### src/hw/rtl/tie_pkg.sv
// ----------------------------------------------------------------------------
// tie_pkg
// Shared types and constants for the Tomasulo issue engine.
// ----------------------------------------------------------------------------
`timescale 1ns / 1ps
`default_nettype none

package tie_pkg;

    localparam int LAT_W   = 6;
    localparam int NUM_CFG = 5;

    // opcodes
    localparam logic [2:0] OP_ADD  = 3'd0;
    localparam logic [2:0] OP_SUB  = 3'd1;
    localparam logic [2:0] OP_ADDI = 3'd2;
    localparam logic [2:0] OP_MUL  = 3'd3;
    localparam logic [2:0] OP_DIV  = 3'd4;

    // configuration register indexes
    localparam logic [2:0] CFG_ADD_LAT  = 3'd0;
    localparam logic [2:0] CFG_SUB_LAT  = 3'd1;
    localparam logic [2:0] CFG_ADDI_LAT = 3'd2;
    localparam logic [2:0] CFG_MUL_LAT  = 3'd3;
    localparam logic [2:0] CFG_DIV_LAT  = 3'd4;

    localparam logic [LAT_W-1:0] RST_ADD_LAT  = 6'd2;
    localparam logic [LAT_W-1:0] RST_SUB_LAT  = 6'd2;
    localparam logic [LAT_W-1:0] RST_ADDI_LAT = 6'd2;
    localparam logic [LAT_W-1:0] RST_MUL_LAT  = 6'd10;
    localparam logic [LAT_W-1:0] RST_DIV_LAT  = 6'd20;

    typedef struct packed {
        logic               action;
        logic [2:0]         opcode;
        logic [2:0]         dest_reg;
        logic [2:0]         src1_reg;
        logic [2:0]         src2_reg;
        logic signed [31:0] immediate;
    } in_t;

    typedef struct packed {
        logic               issue_accepted;
        logic               add_wb_valid;
        logic [2:0]         add_wb_reg;
        logic signed [31:0] add_wb_value;
        logic               mul_wb_valid;
        logic [2:0]         mul_wb_reg;
        logic signed [31:0] mul_wb_value;
        logic               all_idle;
    } out_t;

    typedef struct packed {
        logic latch;
        logic wb;
        logic disp;
        logic exec;
        logic rd1;
        logic rd2;
        logic issue;
        logic fin;
    } cmd_t;

    typedef struct packed {
        logic need_md;
        logic md_done;
    } sts_t;

endpackage

`default_nettype wire

### src/hw/rtl/tie_muldiv.sv
// ----------------------------------------------------------------------------
// tie_muldiv
// Iterative multiply / signed divide, one bit per cycle.
// ----------------------------------------------------------------------------
`timescale 1ns / 1ps
`default_nettype none

module tie_muldiv #(
    parameter int DATA_WIDTH = 32
) (
    input  wire logic                  clk,
    input  wire logic                  rst_n,
    input  wire logic                  start,
    input  wire logic                  is_div,
    input  wire logic [DATA_WIDTH-1:0] op_a,
    input  wire logic [DATA_WIDTH-1:0] op_b,
    output logic                       done,
    output logic [DATA_WIDTH-1:0]      result
);

    localparam int DW = DATA_WIDTH;
    localparam int CW = $clog2(DW + 1);

    logic          busy_reg, busy_next;
    logic          done_reg, done_next;
    logic          div_reg, neg_reg, bzero_reg;
    logic [DW-1:0] x_reg, y_reg, acc_reg, result_reg;
    logic [CW-1:0] cnt_reg, cnt_next;
    logic [DW:0]   sh;
    logic          qbit;
    logic [DW-1:0] mag_a, mag_b;

    assign mag_a = op_a[DW-1] ? DW'(-op_a) : op_a;
    assign mag_b = op_b[DW-1] ? DW'(-op_b) : op_b;
    assign sh    = {acc_reg, y_reg[DW-1]};
    assign qbit  = (sh >= {1'b0, x_reg});

    always_comb
    begin
        busy_next = busy_reg;
        done_next = 1'b0;
        cnt_next  = cnt_reg;
        if (start)
        begin
            busy_next = 1'b1;
            cnt_next  = CW'(DW);
        end
        else if (busy_reg)
        begin
            if (cnt_reg == '0)
            begin
                busy_next = 1'b0;
                done_next = 1'b1;
            end
            else
            begin
                cnt_next = cnt_reg - 1'b1;
            end
        end
    end

    always_ff @(posedge clk or negedge rst_n)
    begin
        if (!rst_n)
        begin
            busy_reg <= 1'b0;
            done_reg <= 1'b0;
            cnt_reg  <= '0;
        end
        else
        begin
            busy_reg <= busy_next;
            done_reg <= done_next;
            cnt_reg  <= cnt_next;
        end
    end

    always_ff @(posedge clk)
    begin
        if (start)
        begin
            div_reg   <= is_div;
            neg_reg   <= op_a[DW-1] ^ op_b[DW-1];
            bzero_reg <= (op_b == '0);
            acc_reg   <= '0;
            x_reg     <= is_div ? mag_b : op_a;
            y_reg     <= is_div ? mag_a : op_b;
        end
        else if (busy_reg && cnt_reg != '0)
        begin
            if (div_reg)
            begin
                acc_reg <= qbit ? DW'(sh - {1'b0, x_reg}) : DW'(sh);
                y_reg   <= {y_reg[DW-2:0], qbit};
            end
            else
            begin
                if (y_reg[0])
                begin
                    acc_reg <= acc_reg + x_reg;
                end
                x_reg <= {x_reg[DW-2:0], 1'b0};
                y_reg <= {1'b0, y_reg[DW-1:1]};
            end
        end
        else if (busy_reg)
        begin
            if (!div_reg)
            begin
                result_reg <= acc_reg;
            end
            else if (bzero_reg)
            begin
                result_reg <= '0;
            end
            else
            begin
                result_reg <= neg_reg ? DW'(-y_reg) : y_reg;
            end
        end
    end

    assign done   = done_reg;
    assign result = result_reg;

endmodule

`default_nettype wire

### src/hw/rtl/tie_datapath.sv
// ----------------------------------------------------------------------------
// tie_datapath
// Register file, rename table, reservation stations and execution units.
// ----------------------------------------------------------------------------
`timescale 1ns / 1ps
`default_nettype none

module tie_datapath #(
    parameter int ADD_STATIONS = 3,
    parameter int MUL_STATIONS = 2,
    parameter int REG_COUNT    = 5,
    parameter int DATA_WIDTH   = 32
) (
    input  wire logic                      clk,
    input  wire logic                      rst_n,
    input  wire tie_pkg::cmd_t             cmd,
    output tie_pkg::sts_t                  sts,
    input  wire tie_pkg::in_t              in_word,
    input  wire logic                      cfg_we,
    input  wire logic [2:0]                cfg_index,
    input  wire logic [tie_pkg::LAT_W-1:0] cfg_data,
    output tie_pkg::out_t                  out_word
);

    localparam int NS = ADD_STATIONS + MUL_STATIONS;
    localparam int TW = (NS > 1) ? $clog2(NS) : 1;
    localparam int RW = (REG_COUNT > 1) ? $clog2(REG_COUNT) : 1;
    localparam int DW = DATA_WIDTH;
    localparam int LW = tie_pkg::LAT_W;

    // configuration
    logic [LW-1:0] lat_reg [tie_pkg::NUM_CFG];

    // architectural state
    logic [DW-1:0] rf_reg       [REG_COUNT];
    logic [TW-1:0] ren_tag_reg  [REG_COUNT];
    logic [REG_COUNT-1:0] ren_pend_reg;

    // stations
    logic [NS-1:0] st_busy_reg, st_disp_reg, st_w1_reg, st_w2_reg;
    logic [TW-1:0] st_t1_reg [NS];
    logic [TW-1:0] st_t2_reg [NS];
    logic [2:0]    st_op_reg   [NS];
    logic [2:0]    st_dest_reg [NS];
    logic [DW-1:0] st_v1_reg   [NS];
    logic [DW-1:0] st_v2_reg   [NS];

    // units
    logic [1:0]    unit_busy_reg, unit_new_reg;
    logic [TW-1:0] unit_st_reg  [2];
    logic [LW-1:0] unit_cnt_reg [2];
    logic [DW-1:0] unit0_res_reg;

    // per-word scratch
    tie_pkg::in_t  in_reg;
    logic [1:0]    wb_valid_reg;
    logic [2:0]    wb_dest_reg [2];
    logic [DW-1:0] wb_val_reg  [2];
    logic          acc_reg;
    logic [DW-1:0] rd1_val_reg, rd2_val_reg;
    logic          rd1_pend_reg, rd2_pend_reg;
    logic [TW-1:0] rd1_tag_reg, rd2_tag_reg;
    tie_pkg::out_t out_reg;

    // multiply / divide unit
    logic          md_start, md_done;
    logic [DW-1:0] md_result;

    // writeback
    logic [1:0]    fin, fin_hit;
    logic [TW-1:0] fin_st  [2];
    logic [DW-1:0] fin_res [2];
    logic [2:0]    fin_dest[2];

    always_comb
    begin
        for (int u = 0; u < 2; u++)
        begin
            fin[u]      = unit_busy_reg[u] && (unit_cnt_reg[u] <= LW'(1));
            fin_st[u]   = unit_st_reg[u];
            fin_dest[u] = st_dest_reg[fin_st[u]];
            fin_hit[u]  = fin[u] && ren_pend_reg[RW'(fin_dest[u])]
                          && (ren_tag_reg[RW'(fin_dest[u])] == fin_st[u]);
        end
        fin_res[0] = unit0_res_reg;
        fin_res[1] = md_result;
    end

    // dispatch selection, lowest-numbered ready station per unit
    logic [NS-1:0] ready;
    logic [1:0]    d_found;
    logic [TW-1:0] d_sel [2];
    logic [LW-1:0] d_lat [2];

    always_comb
    begin
        ready      = st_busy_reg & ~st_disp_reg & ~st_w1_reg & ~st_w2_reg;
        d_found    = '0;
        d_sel[0]   = '0;
        d_sel[1]   = '0;
        for (int k = ADD_STATIONS - 1; k >= 0; k--)
        begin
            if (ready[k])
            begin
                d_found[0] = 1'b1;
                d_sel[0]   = TW'(k);
            end
        end
        for (int k = NS - 1; k >= ADD_STATIONS; k--)
        begin
            if (ready[k])
            begin
                d_found[1] = 1'b1;
                d_sel[1]   = TW'(k);
            end
        end
        for (int u = 0; u < 2; u++)
        begin
            case (st_op_reg[d_sel[u]])
                tie_pkg::OP_SUB:  d_lat[u] = lat_reg[tie_pkg::CFG_SUB_LAT];
                tie_pkg::OP_ADDI: d_lat[u] = lat_reg[tie_pkg::CFG_ADDI_LAT];
                tie_pkg::OP_MUL:  d_lat[u] = lat_reg[tie_pkg::CFG_MUL_LAT];
                tie_pkg::OP_DIV:  d_lat[u] = lat_reg[tie_pkg::CFG_DIV_LAT];
                default:          d_lat[u] = lat_reg[tie_pkg::CFG_ADD_LAT];
            endcase
            if (d_lat[u] == '0)
            begin
                d_lat[u] = LW'(1);
            end
        end
    end

    // operand read, one register index per cycle
    logic [2:0]    rd_src;
    logic [RW-1:0] rd_idx;
    logic          rd_in;
    logic [DW-1:0] rd_val;
    logic          rd_pend;
    logic [TW-1:0] rd_tag;

    always_comb
    begin
        rd_src  = cmd.rd1 ? in_reg.src1_reg : in_reg.src2_reg;
        rd_idx  = RW'(rd_src);
        rd_in   = int'(rd_src) < REG_COUNT;
        rd_val  = rd_in ? rf_reg[rd_idx] : '0;
        rd_pend = rd_in ? ren_pend_reg[rd_idx] : 1'b0;
        rd_tag  = rd_in ? ren_tag_reg[rd_idx] : '0;
    end

    // issue selection
    logic          is_ok, is_mul, is_found;
    logic [TW-1:0] is_sel;
    logic [RW-1:0] is_dest;
    logic [DW-1:0] imm_ext;

    always_comb
    begin
        is_ok = in_reg.action && (in_reg.opcode <= tie_pkg::OP_DIV)
                && (int'(in_reg.dest_reg) < REG_COUNT)
                && (int'(in_reg.src1_reg) < REG_COUNT)
                && ((in_reg.opcode == tie_pkg::OP_ADDI)
                    || (int'(in_reg.src2_reg) < REG_COUNT));
        is_mul   = (in_reg.opcode >= tie_pkg::OP_MUL);
        is_found = 1'b0;
        is_sel   = '0;
        for (int k = NS - 1; k >= 0; k--)
        begin
            if (!st_busy_reg[k] && ((k >= ADD_STATIONS) == is_mul))
            begin
                is_found = is_ok;
                is_sel   = TW'(k);
            end
        end
        is_dest = RW'(in_reg.dest_reg);
        imm_ext = DW'(in_reg.immediate);
    end

    // unit 0 operands at execute
    logic [DW-1:0] e0_a, e0_b;
    assign e0_a = st_v1_reg[unit_st_reg[0]];
    assign e0_b = st_v2_reg[unit_st_reg[0]];

    assign md_start = cmd.exec && unit_new_reg[1];

    tie_muldiv #(
        .DATA_WIDTH (DATA_WIDTH)
    ) u_muldiv (
        .clk    (clk),
        .rst_n  (rst_n),
        .start  (md_start),
        .is_div (st_op_reg[unit_st_reg[1]] == tie_pkg::OP_DIV),
        .op_a   (st_v1_reg[unit_st_reg[1]]),
        .op_b   (st_v2_reg[unit_st_reg[1]]),
        .done   (md_done),
        .result (md_result)
    );

    assign sts.need_md = unit_new_reg[1];
    assign sts.md_done = md_done;

    // control state
    always_ff @(posedge clk or negedge rst_n)
    begin
        if (!rst_n)
        begin
            lat_reg[tie_pkg::CFG_ADD_LAT]  <= tie_pkg::RST_ADD_LAT;
            lat_reg[tie_pkg::CFG_SUB_LAT]  <= tie_pkg::RST_SUB_LAT;
            lat_reg[tie_pkg::CFG_ADDI_LAT] <= tie_pkg::RST_ADDI_LAT;
            lat_reg[tie_pkg::CFG_MUL_LAT]  <= tie_pkg::RST_MUL_LAT;
            lat_reg[tie_pkg::CFG_DIV_LAT]  <= tie_pkg::RST_DIV_LAT;
            for (int i = 0; i < REG_COUNT; i++)
            begin
                rf_reg[i]      <= DW'(2 * i);
                ren_tag_reg[i] <= '0;
            end
            ren_pend_reg  <= '0;
            st_busy_reg   <= '0;
            st_disp_reg   <= '0;
            st_w1_reg     <= '0;
            st_w2_reg     <= '0;
            unit_busy_reg <= '0;
            unit_new_reg  <= '0;
            for (int u = 0; u < 2; u++)
            begin
                unit_st_reg[u]  <= '0;
                unit_cnt_reg[u] <= '0;
            end
        end
        else
        begin
            if (cfg_we && int'(cfg_index) < tie_pkg::NUM_CFG)
            begin
                lat_reg[cfg_index] <= cfg_data;
            end
            if (cmd.wb)
            begin
                for (int u = 0; u < 2; u++)
                begin
                    if (unit_busy_reg[u] && !fin[u])
                    begin
                        unit_cnt_reg[u] <= unit_cnt_reg[u] - 1'b1;
                    end
                    if (fin[u])
                    begin
                        unit_busy_reg[u]      <= 1'b0;
                        st_busy_reg[fin_st[u]] <= 1'b0;
                        st_disp_reg[fin_st[u]] <= 1'b0;
                    end
                    if (fin_hit[u])
                    begin
                        rf_reg[RW'(fin_dest[u])]       <= fin_res[u];
                        ren_pend_reg[RW'(fin_dest[u])] <= 1'b0;
                    end
                end
                // tag broadcast
                for (int k = 0; k < NS; k++)
                begin
                    for (int u = 0; u < 2; u++)
                    begin
                        if (fin[u] && st_busy_reg[k] && st_w1_reg[k]
                            && st_t1_reg[k] == fin_st[u])
                        begin
                            st_w1_reg[k] <= 1'b0;
                        end
                        if (fin[u] && st_busy_reg[k] && st_w2_reg[k]
                            && st_t2_reg[k] == fin_st[u])
                        begin
                            st_w2_reg[k] <= 1'b0;
                        end
                    end
                end
            end
            if (cmd.disp)
            begin
                for (int u = 0; u < 2; u++)
                begin
                    unit_new_reg[u] <= !unit_busy_reg[u] && d_found[u];
                    if (!unit_busy_reg[u] && d_found[u])
                    begin
                        st_disp_reg[d_sel[u]] <= 1'b1;
                        unit_busy_reg[u]      <= 1'b1;
                        unit_st_reg[u]        <= d_sel[u];
                        unit_cnt_reg[u]       <= d_lat[u];
                    end
                end
            end
            if (cmd.issue && is_found)
            begin
                st_busy_reg[is_sel]   <= 1'b1;
                st_disp_reg[is_sel]   <= 1'b0;
                st_w1_reg[is_sel]     <= rd1_pend_reg;
                st_w2_reg[is_sel]     <= (in_reg.opcode != tie_pkg::OP_ADDI) && rd2_pend_reg;
                ren_tag_reg[is_dest]  <= is_sel;
                ren_pend_reg[is_dest] <= 1'b1;
            end
        end
    end

    // payload state
    always_ff @(posedge clk)
    begin
        if (cmd.latch)
        begin
            in_reg <= in_word;
        end
        if (cmd.wb)
        begin
            for (int u = 0; u < 2; u++)
            begin
                wb_valid_reg[u] <= fin[u];
                wb_dest_reg[u]  <= fin[u] ? fin_dest[u] : 3'd0;
                wb_val_reg[u]   <= fin[u] ? fin_res[u] : '0;
            end
            for (int k = 0; k < NS; k++)
            begin
                for (int u = 0; u < 2; u++)
                begin
                    if (fin[u] && st_busy_reg[k] && st_w1_reg[k]
                        && st_t1_reg[k] == fin_st[u])
                    begin
                        st_v1_reg[k] <= fin_res[u];
                    end
                    if (fin[u] && st_busy_reg[k] && st_w2_reg[k]
                        && st_t2_reg[k] == fin_st[u])
                    begin
                        st_v2_reg[k] <= fin_res[u];
                    end
                end
            end
        end
        if (cmd.exec && unit_new_reg[0])
        begin
            unit0_res_reg <= (st_op_reg[unit_st_reg[0]] == tie_pkg::OP_SUB)
                             ? e0_a - e0_b : e0_a + e0_b;
        end
        if (cmd.rd1)
        begin
            rd1_val_reg  <= rd_val;
            rd1_pend_reg <= rd_pend;
            rd1_tag_reg  <= rd_tag;
        end
        if (cmd.rd2)
        begin
            rd2_val_reg  <= rd_val;
            rd2_pend_reg <= rd_pend;
            rd2_tag_reg  <= rd_tag;
        end
        if (cmd.issue)
        begin
            acc_reg <= is_found;
            if (is_found)
            begin
                st_op_reg[is_sel]   <= in_reg.opcode;
                st_dest_reg[is_sel] <= in_reg.dest_reg;
                st_t1_reg[is_sel]   <= rd1_tag_reg;
                st_v1_reg[is_sel]   <= rd1_pend_reg ? '0 : rd1_val_reg;
                st_t2_reg[is_sel]   <= rd2_tag_reg;
                if (in_reg.opcode == tie_pkg::OP_ADDI)
                begin
                    st_v2_reg[is_sel] <= imm_ext;
                end
                else
                begin
                    st_v2_reg[is_sel] <= rd2_pend_reg ? '0 : rd2_val_reg;
                end
            end
        end
        if (cmd.fin)
        begin
            out_reg.issue_accepted <= acc_reg;
            out_reg.add_wb_valid   <= wb_valid_reg[0];
            out_reg.add_wb_reg     <= wb_dest_reg[0];
            out_reg.add_wb_value   <= 32'(wb_val_reg[0]);
            out_reg.mul_wb_valid   <= wb_valid_reg[1];
            out_reg.mul_wb_reg     <= wb_dest_reg[1];
            out_reg.mul_wb_value   <= 32'(wb_val_reg[1]);
            out_reg.all_idle       <= !(|st_busy_reg) && !(|ren_pend_reg);
        end
    end

    assign out_word = out_reg;

endmodule

`default_nettype wire

### src/hw/rtl/tie_ctrl.sv
// ----------------------------------------------------------------------------
// tie_ctrl
// Sequencer: steps the datapath through the phases of one tick.
// ----------------------------------------------------------------------------
`timescale 1ns / 1ps
`default_nettype none

module tie_ctrl (
    input  wire logic          clk,
    input  wire logic          rst_n,
    input  wire logic          in_valid,
    output logic               in_stall,
    output logic               out_valid,
    input  wire logic          out_stall,
    input  wire tie_pkg::sts_t sts,
    output tie_pkg::cmd_t      cmd
);

    typedef enum logic [8:0] {
        S_IDLE  = 9'b000000001,
        S_WB    = 9'b000000010,
        S_DISP  = 9'b000000100,
        S_EXEC  = 9'b000001000,
        S_MDW   = 9'b000010000,
        S_RD1   = 9'b000100000,
        S_RD2   = 9'b001000000,
        S_ISSUE = 9'b010000000,
        S_FIN   = 9'b100000000
    } state_t;

    state_t state_reg, state_next;
    logic   ovalid_reg, ovalid_next;
    logic   accept;

    assign in_stall = (state_reg != S_IDLE);
    assign accept   = in_valid && !in_stall;

    always_comb
    begin
        state_next  = state_reg;
        ovalid_next = ovalid_reg;
        cmd         = '0;
        if (ovalid_reg && !out_stall)
        begin
            ovalid_next = 1'b0;
        end
        case (state_reg)
            S_IDLE:
            begin
                cmd.latch = accept;
                if (accept)
                begin
                    state_next = S_WB;
                end
            end
            S_WB:
            begin
                cmd.wb     = 1'b1;
                state_next = S_DISP;
            end
            S_DISP:
            begin
                cmd.disp   = 1'b1;
                state_next = S_EXEC;
            end
            S_EXEC:
            begin
                cmd.exec   = 1'b1;
                state_next = sts.need_md ? S_MDW : S_RD1;
            end
            S_MDW:
            begin
                if (sts.md_done)
                begin
                    state_next = S_RD1;
                end
            end
            S_RD1:
            begin
                cmd.rd1    = 1'b1;
                state_next = S_RD2;
            end
            S_RD2:
            begin
                cmd.rd2    = 1'b1;
                state_next = S_ISSUE;
            end
            S_ISSUE:
            begin
                cmd.issue  = 1'b1;
                state_next = S_FIN;
            end
            S_FIN:
            begin
                // wait here while the previous word is still held
                if (!ovalid_reg || !out_stall)
                begin
                    cmd.fin     = 1'b1;
                    ovalid_next = 1'b1;
                    state_next  = S_IDLE;
                end
            end
            default:
            begin
                state_next = S_IDLE;
            end
        endcase
    end

    always_ff @(posedge clk or negedge rst_n)
    begin
        if (!rst_n)
        begin
            state_reg  <= S_IDLE;
            ovalid_reg <= 1'b0;
        end
        else
        begin
            state_reg  <= state_next;
            ovalid_reg <= ovalid_next;
        end
    end

    assign out_valid = ovalid_reg;

endmodule

`default_nettype wire

### src/hw/rtl/tomasulo_issue_engine.sv
// ----------------------------------------------------------------------------
// tomasulo_issue_engine
// Tomasulo scheduler with reservation stations, renaming and two units.
// ----------------------------------------------------------------------------
// Usage:
//   Each input word is one machine tick, optionally offering an instruction.
//   in_valid/in_stall and out_valid/out_stall move words; one output word per
//   input word. cfg_valid/cfg_ready write latency registers (ready is always
//   high); write them only while the block is idle.
//   Steps: each accepted word passes write-back, dispatch and execute, then
//   waits for the bit-serial multiply/divide unit when it was started that
//   tick, then reads both sources, issues and registers the output word.
//   A new word is taken only once the last has finished its steps; it can be
//   taken while the previous output word is still waiting.
//   Reset: register file holds 0,2,4,..., all stations and units free,
//   latencies at their defaults.
//   A stalled output word holds steady; the following word runs up to its
//   last step and waits there until the held word is taken.
// ----------------------------------------------------------------------------
`timescale 1ns / 1ps
`default_nettype none

module tomasulo_issue_engine #(
    parameter int ADD_STATIONS = 3,
    parameter int MUL_STATIONS = 2,
    parameter int REG_COUNT    = 5,
    parameter int DATA_WIDTH   = 32
) (
    input  wire logic                      clk,
    input  wire logic                      rst_n,
    input  wire logic                      in_valid,
    output logic                           in_stall,
    input  wire tie_pkg::in_t              in_data,
    output logic                           out_valid,
    input  wire logic                      out_stall,
    output tie_pkg::out_t                  out_data,
    input  wire logic                      cfg_valid,
    output logic                           cfg_ready,
    input  wire logic [2:0]                cfg_index,
    input  wire logic [tie_pkg::LAT_W-1:0] cfg_data
);

    tie_pkg::cmd_t cmd;
    tie_pkg::sts_t sts;

    assign cfg_ready = 1'b1;

    tie_ctrl u_ctrl (
        .clk       (clk),
        .rst_n     (rst_n),
        .in_valid  (in_valid),
        .in_stall  (in_stall),
        .out_valid (out_valid),
        .out_stall (out_stall),
        .sts       (sts),
        .cmd       (cmd)
    );

    tie_datapath #(
        .ADD_STATIONS (ADD_STATIONS),
        .MUL_STATIONS (MUL_STATIONS),
        .REG_COUNT    (REG_COUNT),
        .DATA_WIDTH   (DATA_WIDTH)
    ) u_datapath (
        .clk       (clk),
        .rst_n     (rst_n),
        .cmd       (cmd),
        .sts       (sts),
        .in_word   (in_data),
        .cfg_we    (cfg_valid && cfg_ready),
        .cfg_index (cfg_index),
        .cfg_data  (cfg_data),
        .out_word  (out_data)
    );

endmodule

`default_nettype wire

### config.mk
export PLATFORM = sky130hd
export DESIGN_NAME = tomasulo_issue_engine
export DESIGN_NICKNAME = d
export VERILOG_FILES = /design/src/hw/rtl/tie_pkg.sv /design/src/hw/rtl/tie_muldiv.sv /design/src/hw/rtl/tie_datapath.sv /design/src/hw/rtl/tie_ctrl.sv /design/src/hw/rtl/tomasulo_issue_engine.sv
export SDC_FILE = /design/constraint.sdc
export NUM_CORES = 2
export LEC_CHECK = 0
export BUFFER_PORTS_ARGS = -buffer_cell sky130_fd_sc_hd__buf_2
export CORE_MARGIN = 2
export CORE_UTILIZATION = 35
export DETAILED_ROUTE_END_ITERATION = 6
export HOLD_SLACK_MARGIN = 0.06
export SYNTH_ARGS = -nofsm -noshare
export SYNTH_HDL_FRONTEND = slang
export SYNTH_SLANG_ARGS = --single-unit
### constraint.sdc
create_clock -name clk -period 5.2 [get_ports clk]
set_input_delay 0.52 -clock clk [delete_from_list [all_inputs] [get_ports clk]]
set_output_delay 0.52 -clock clk [all_outputs]
set_load 0.01 [all_outputs]
==> run metrics <==
# rows=154; P_int=15,800 uW; gr ovfl total=0; status=finished, violations left; clock tree buffer depth=3; Cell Pwr Density=288 mW/mm^2; r2r endpoint=u_datapath.unit0_res_reg[31]; clk sink count=around 1,100; CTS tree=yes; crit path kind=reg -> reg; Clk Latency, worst-skew pair=around 0.79 ns; post-synthesis cell count=5,628; vias in the first global route=47,330; Mapped Area=0.0622 sq mm; DRC Markers=3; WP data required=between 5 and 6 ns; Crit Path Max Fanout=8; Layout Nets=around 6,000; wire per inst=25.0 um; worst min-delay path category=in -> async; vias=48,591; RSZ-0062 raised after global routing=true; H-tree level count=4; clock root buffer=clkbuf_16; placed cell area=0.0666 sq mm; Sequential Power Share=approximately half; flops & latches, synth=approximately 1,100; largest net degree at the start of global routing=about 150; Die Height=~430 um; Cell variety after synth=98; Combinational Power Share=4.8%; worst hold slack=0.202 ns; mean post-synth cell area=11.1 sq um; total track usage=roughly 22%; Final min period=4.99 ns; FF+latch area=0.0326 sq mm; HPWL Detailed=between 100 and 150 mm; startpoint types=flip-flop; DRT Pass-1 Iters=7; Switching Fraction=23.3%; crit path DAT=5.50 ns; area share of the largest cell type after synthesis=about 40%; top post-synthesis cells by area=edfxtp_1, dfrtp_1, mux2i_1; Max Clock Freq=200 MHz; max-cap viol count=0; DIE AREA=0.181 sq mm; cell area after layout=0.0716 sq mm; Synth async-reset ratio=23.5%; Multi-input gate area=0.0279 sq mm; Most used DFF post-synth=edfxtp_1; Die Wd=426 um; port bufs=134; Non-Filler Instances=8,262; R2R depth=18; CTS clk-pin slew, worst paths=0.06 ns; first-pass GRT wire length=308 mm; failing checks=design-rule violations; Final Max Slew Viols=0; core outline area=0.176 sq mm; Vias/cell=5.88; top cells by count, synth=edfxtp_1, nand2_1, o21ai_0, mux2i_1, clkbuf_1; maximum vdd drop=337 uV; Yosys top cell by area=edfxtp_1; setup violators final=0; Worst-Margin Slew=1.23 ns; Leakage=between 0.02 and 0.03 uW; Post-synth EDFFs=839; Clk pwr share=45.7%; Final period util=a little over nine tenths; reg2reg setup slack=around 0.21 ns; antenna viol nets, final=0; synth warn=0; Final Wtd Congestion=~0.94; I/O pins=around 140; placed insts=between 7,000 and 8,000; Crit. End Element=flip-flop; initial antenna violation count=1; CTS buffer count=130; Worst Skew=0.0444 ns; RR Startpoint=u_datapath.fin_st[3]; Initial DRC Count=5,369; initial core utilization=35.3%; Fin. Hold Viols=0; WL final=about 210 mm; sequential-to-total area share from yosys stat=between 50 and 60%; Switch Pwr=roughly 4800 uW; area grow syn2layout=15.0%; max_slew headroom=17.7%; top-count cell post-synth=edfxtp_1; fillcell total=16,806; share of cells above drive strength 1=14.8%
[worst max-delay path, stage by stage (launching register included)]
cell and delay [ns]:
dfrtp_4 0.52, mux4_2 0.58, nor4_4 0.28, buf_4 0.14, nand2_1 0.07, or2_4 0.25
or3_4 0.41, o41ai_4 0.23, xor2_1 0.19, ha_1 0.26, a211o_1 0.30, a211o_1 0.29
a211o_1 0.24, o21ai_2 0.17, o221ai_2 0.15, a31oi_2 0.28, o21ai_0 0.11, a21oi_1 0.17
xnor2_1 0.08
[through the flow]
step | TNS (ns) | setup WS, ns | utilization (%) | total power (uW)
5_1_grt | -0.0269 | -0.0222 | 40.6 | 21100
3_5_place_dp | -0.454 | -0.198 | 37.8 | 11300
6_report | 0 | 0.209 | 40.6 | 20600
3_3_place_gp | -0.448 | -0.195 | 37.8 | 11300
4_1_cts | 0 | 0.0188 | 40.5 | 20700
2_1_floorplan | 0 | 0.0319 | - | 10800
[layer usage]
layer | part of all wire, % | up-vias | global-route usage (%)
li1 | - | 21573 | -
met1 | 43 | 24390 | 31.3
met2 | 46 | 2276 | 35.5
met3 | 8.1 | 352 | 3.52
met4 | 2.7 | 0 | 6.89
met5 | 0 | - | 0
[area by class of cell]
cell class	count	area share [%]
diodes	2	0.00699
clock buffers	171	5.04
clock inverters	63	0.968
inverters	176	0.940
multi-input cells	3964	39.0
flip-flops and latches	1139	45.5
well taps	2340	4.09
repair buffers	407	4.46
[logic make-up after synthesis]
group           synth area share [%]
compound gates                  16.0
simple gates                    11.2
flops                           52.3
buf+inv                         3.79
mux                             11.3
xor+xnor                        3.14
fa+ha+maj                       2.29
other cells                   0.0121
[cell usage in the layout (no fill, tap or decap), types with 25 or more instances in the layout]
cell type / instances
a2bb2oi_1: 97
o21ai_0: 408
edfxtp_1: 839
o22ai_1: 140
dlygate4sd3_1: 54
o21ai_1: 41
o211ai_1: 93
mux2i_1: 301
a31oi_1: 88
ha_1: 108
buf_12: 25
nor2_1: 231
xor2_1: 111
buf_4: 192
dfrtp_1: 251
o31ai_1: 34
and3_1: 47
xnor2_1: 112
clkbuf_16: 136
nand3_1: 113
dfxtp_1: 32
buf_2: 133
a21oi_1: 242
inv_1: 167
mux2_2: 86
nor3b_1: 44
clkbuf_1: 28
conb_1: 65
a21o_1: 57
mux4_2: 130
nor3_1: 99
a22o_1: 37
nand2_1: 692
a211oi_1: 78
a22oi_1: 43
and2_1: 52
or3_1: 49
[power groups by stage]
stage,Sequential (uW),Combinational (uW),Clock (uW)
floorplan,10300,539,0
global placement,10400,936,0
detailed placement,10400,944,0
CTS,10200,978,9520
global route,10200,1060,9860
finish,10200,983,9410
[what timing repair did]
item | in CTS | in global routing
buffers inserted | 1 | 0
setup endpoints to repair | 3 | 8
hold endpoints to repair | 189 | 0
resized for setup | 5 | 17
hold buffers | 54 | 0
pin swaps | 1 | 7
[worst max-delay path by stage]
| stage | start | to | slack, ns |
|---|---|---|---|
| 5_1_grt | u_datapath.fin_st[3] | u_datapath.unit0_res_reg[31] | -0.02 |
| 3_5_place_dp | u_datapath.fin_st[3] | u_datapath.unit0_res_reg[30] | -0.20 |
| 2_1_floorplan | u_datapath.fin_st[3] | u_datapath.unit0_res_reg[31] | 0.03 |
| 3_3_place_gp | u_datapath.fin_st[3] | u_datapath.unit0_res_reg[30] | -0.20 |
| 6_report | u_datapath.fin_st[3] | u_datapath.unit0_res_reg[31] | 0.21 |
| 4_1_cts | u_datapath.fin_st[3] | u_datapath.unit0_res_reg[31] | 0.02 |
Power figures use the tool's default switching activity.
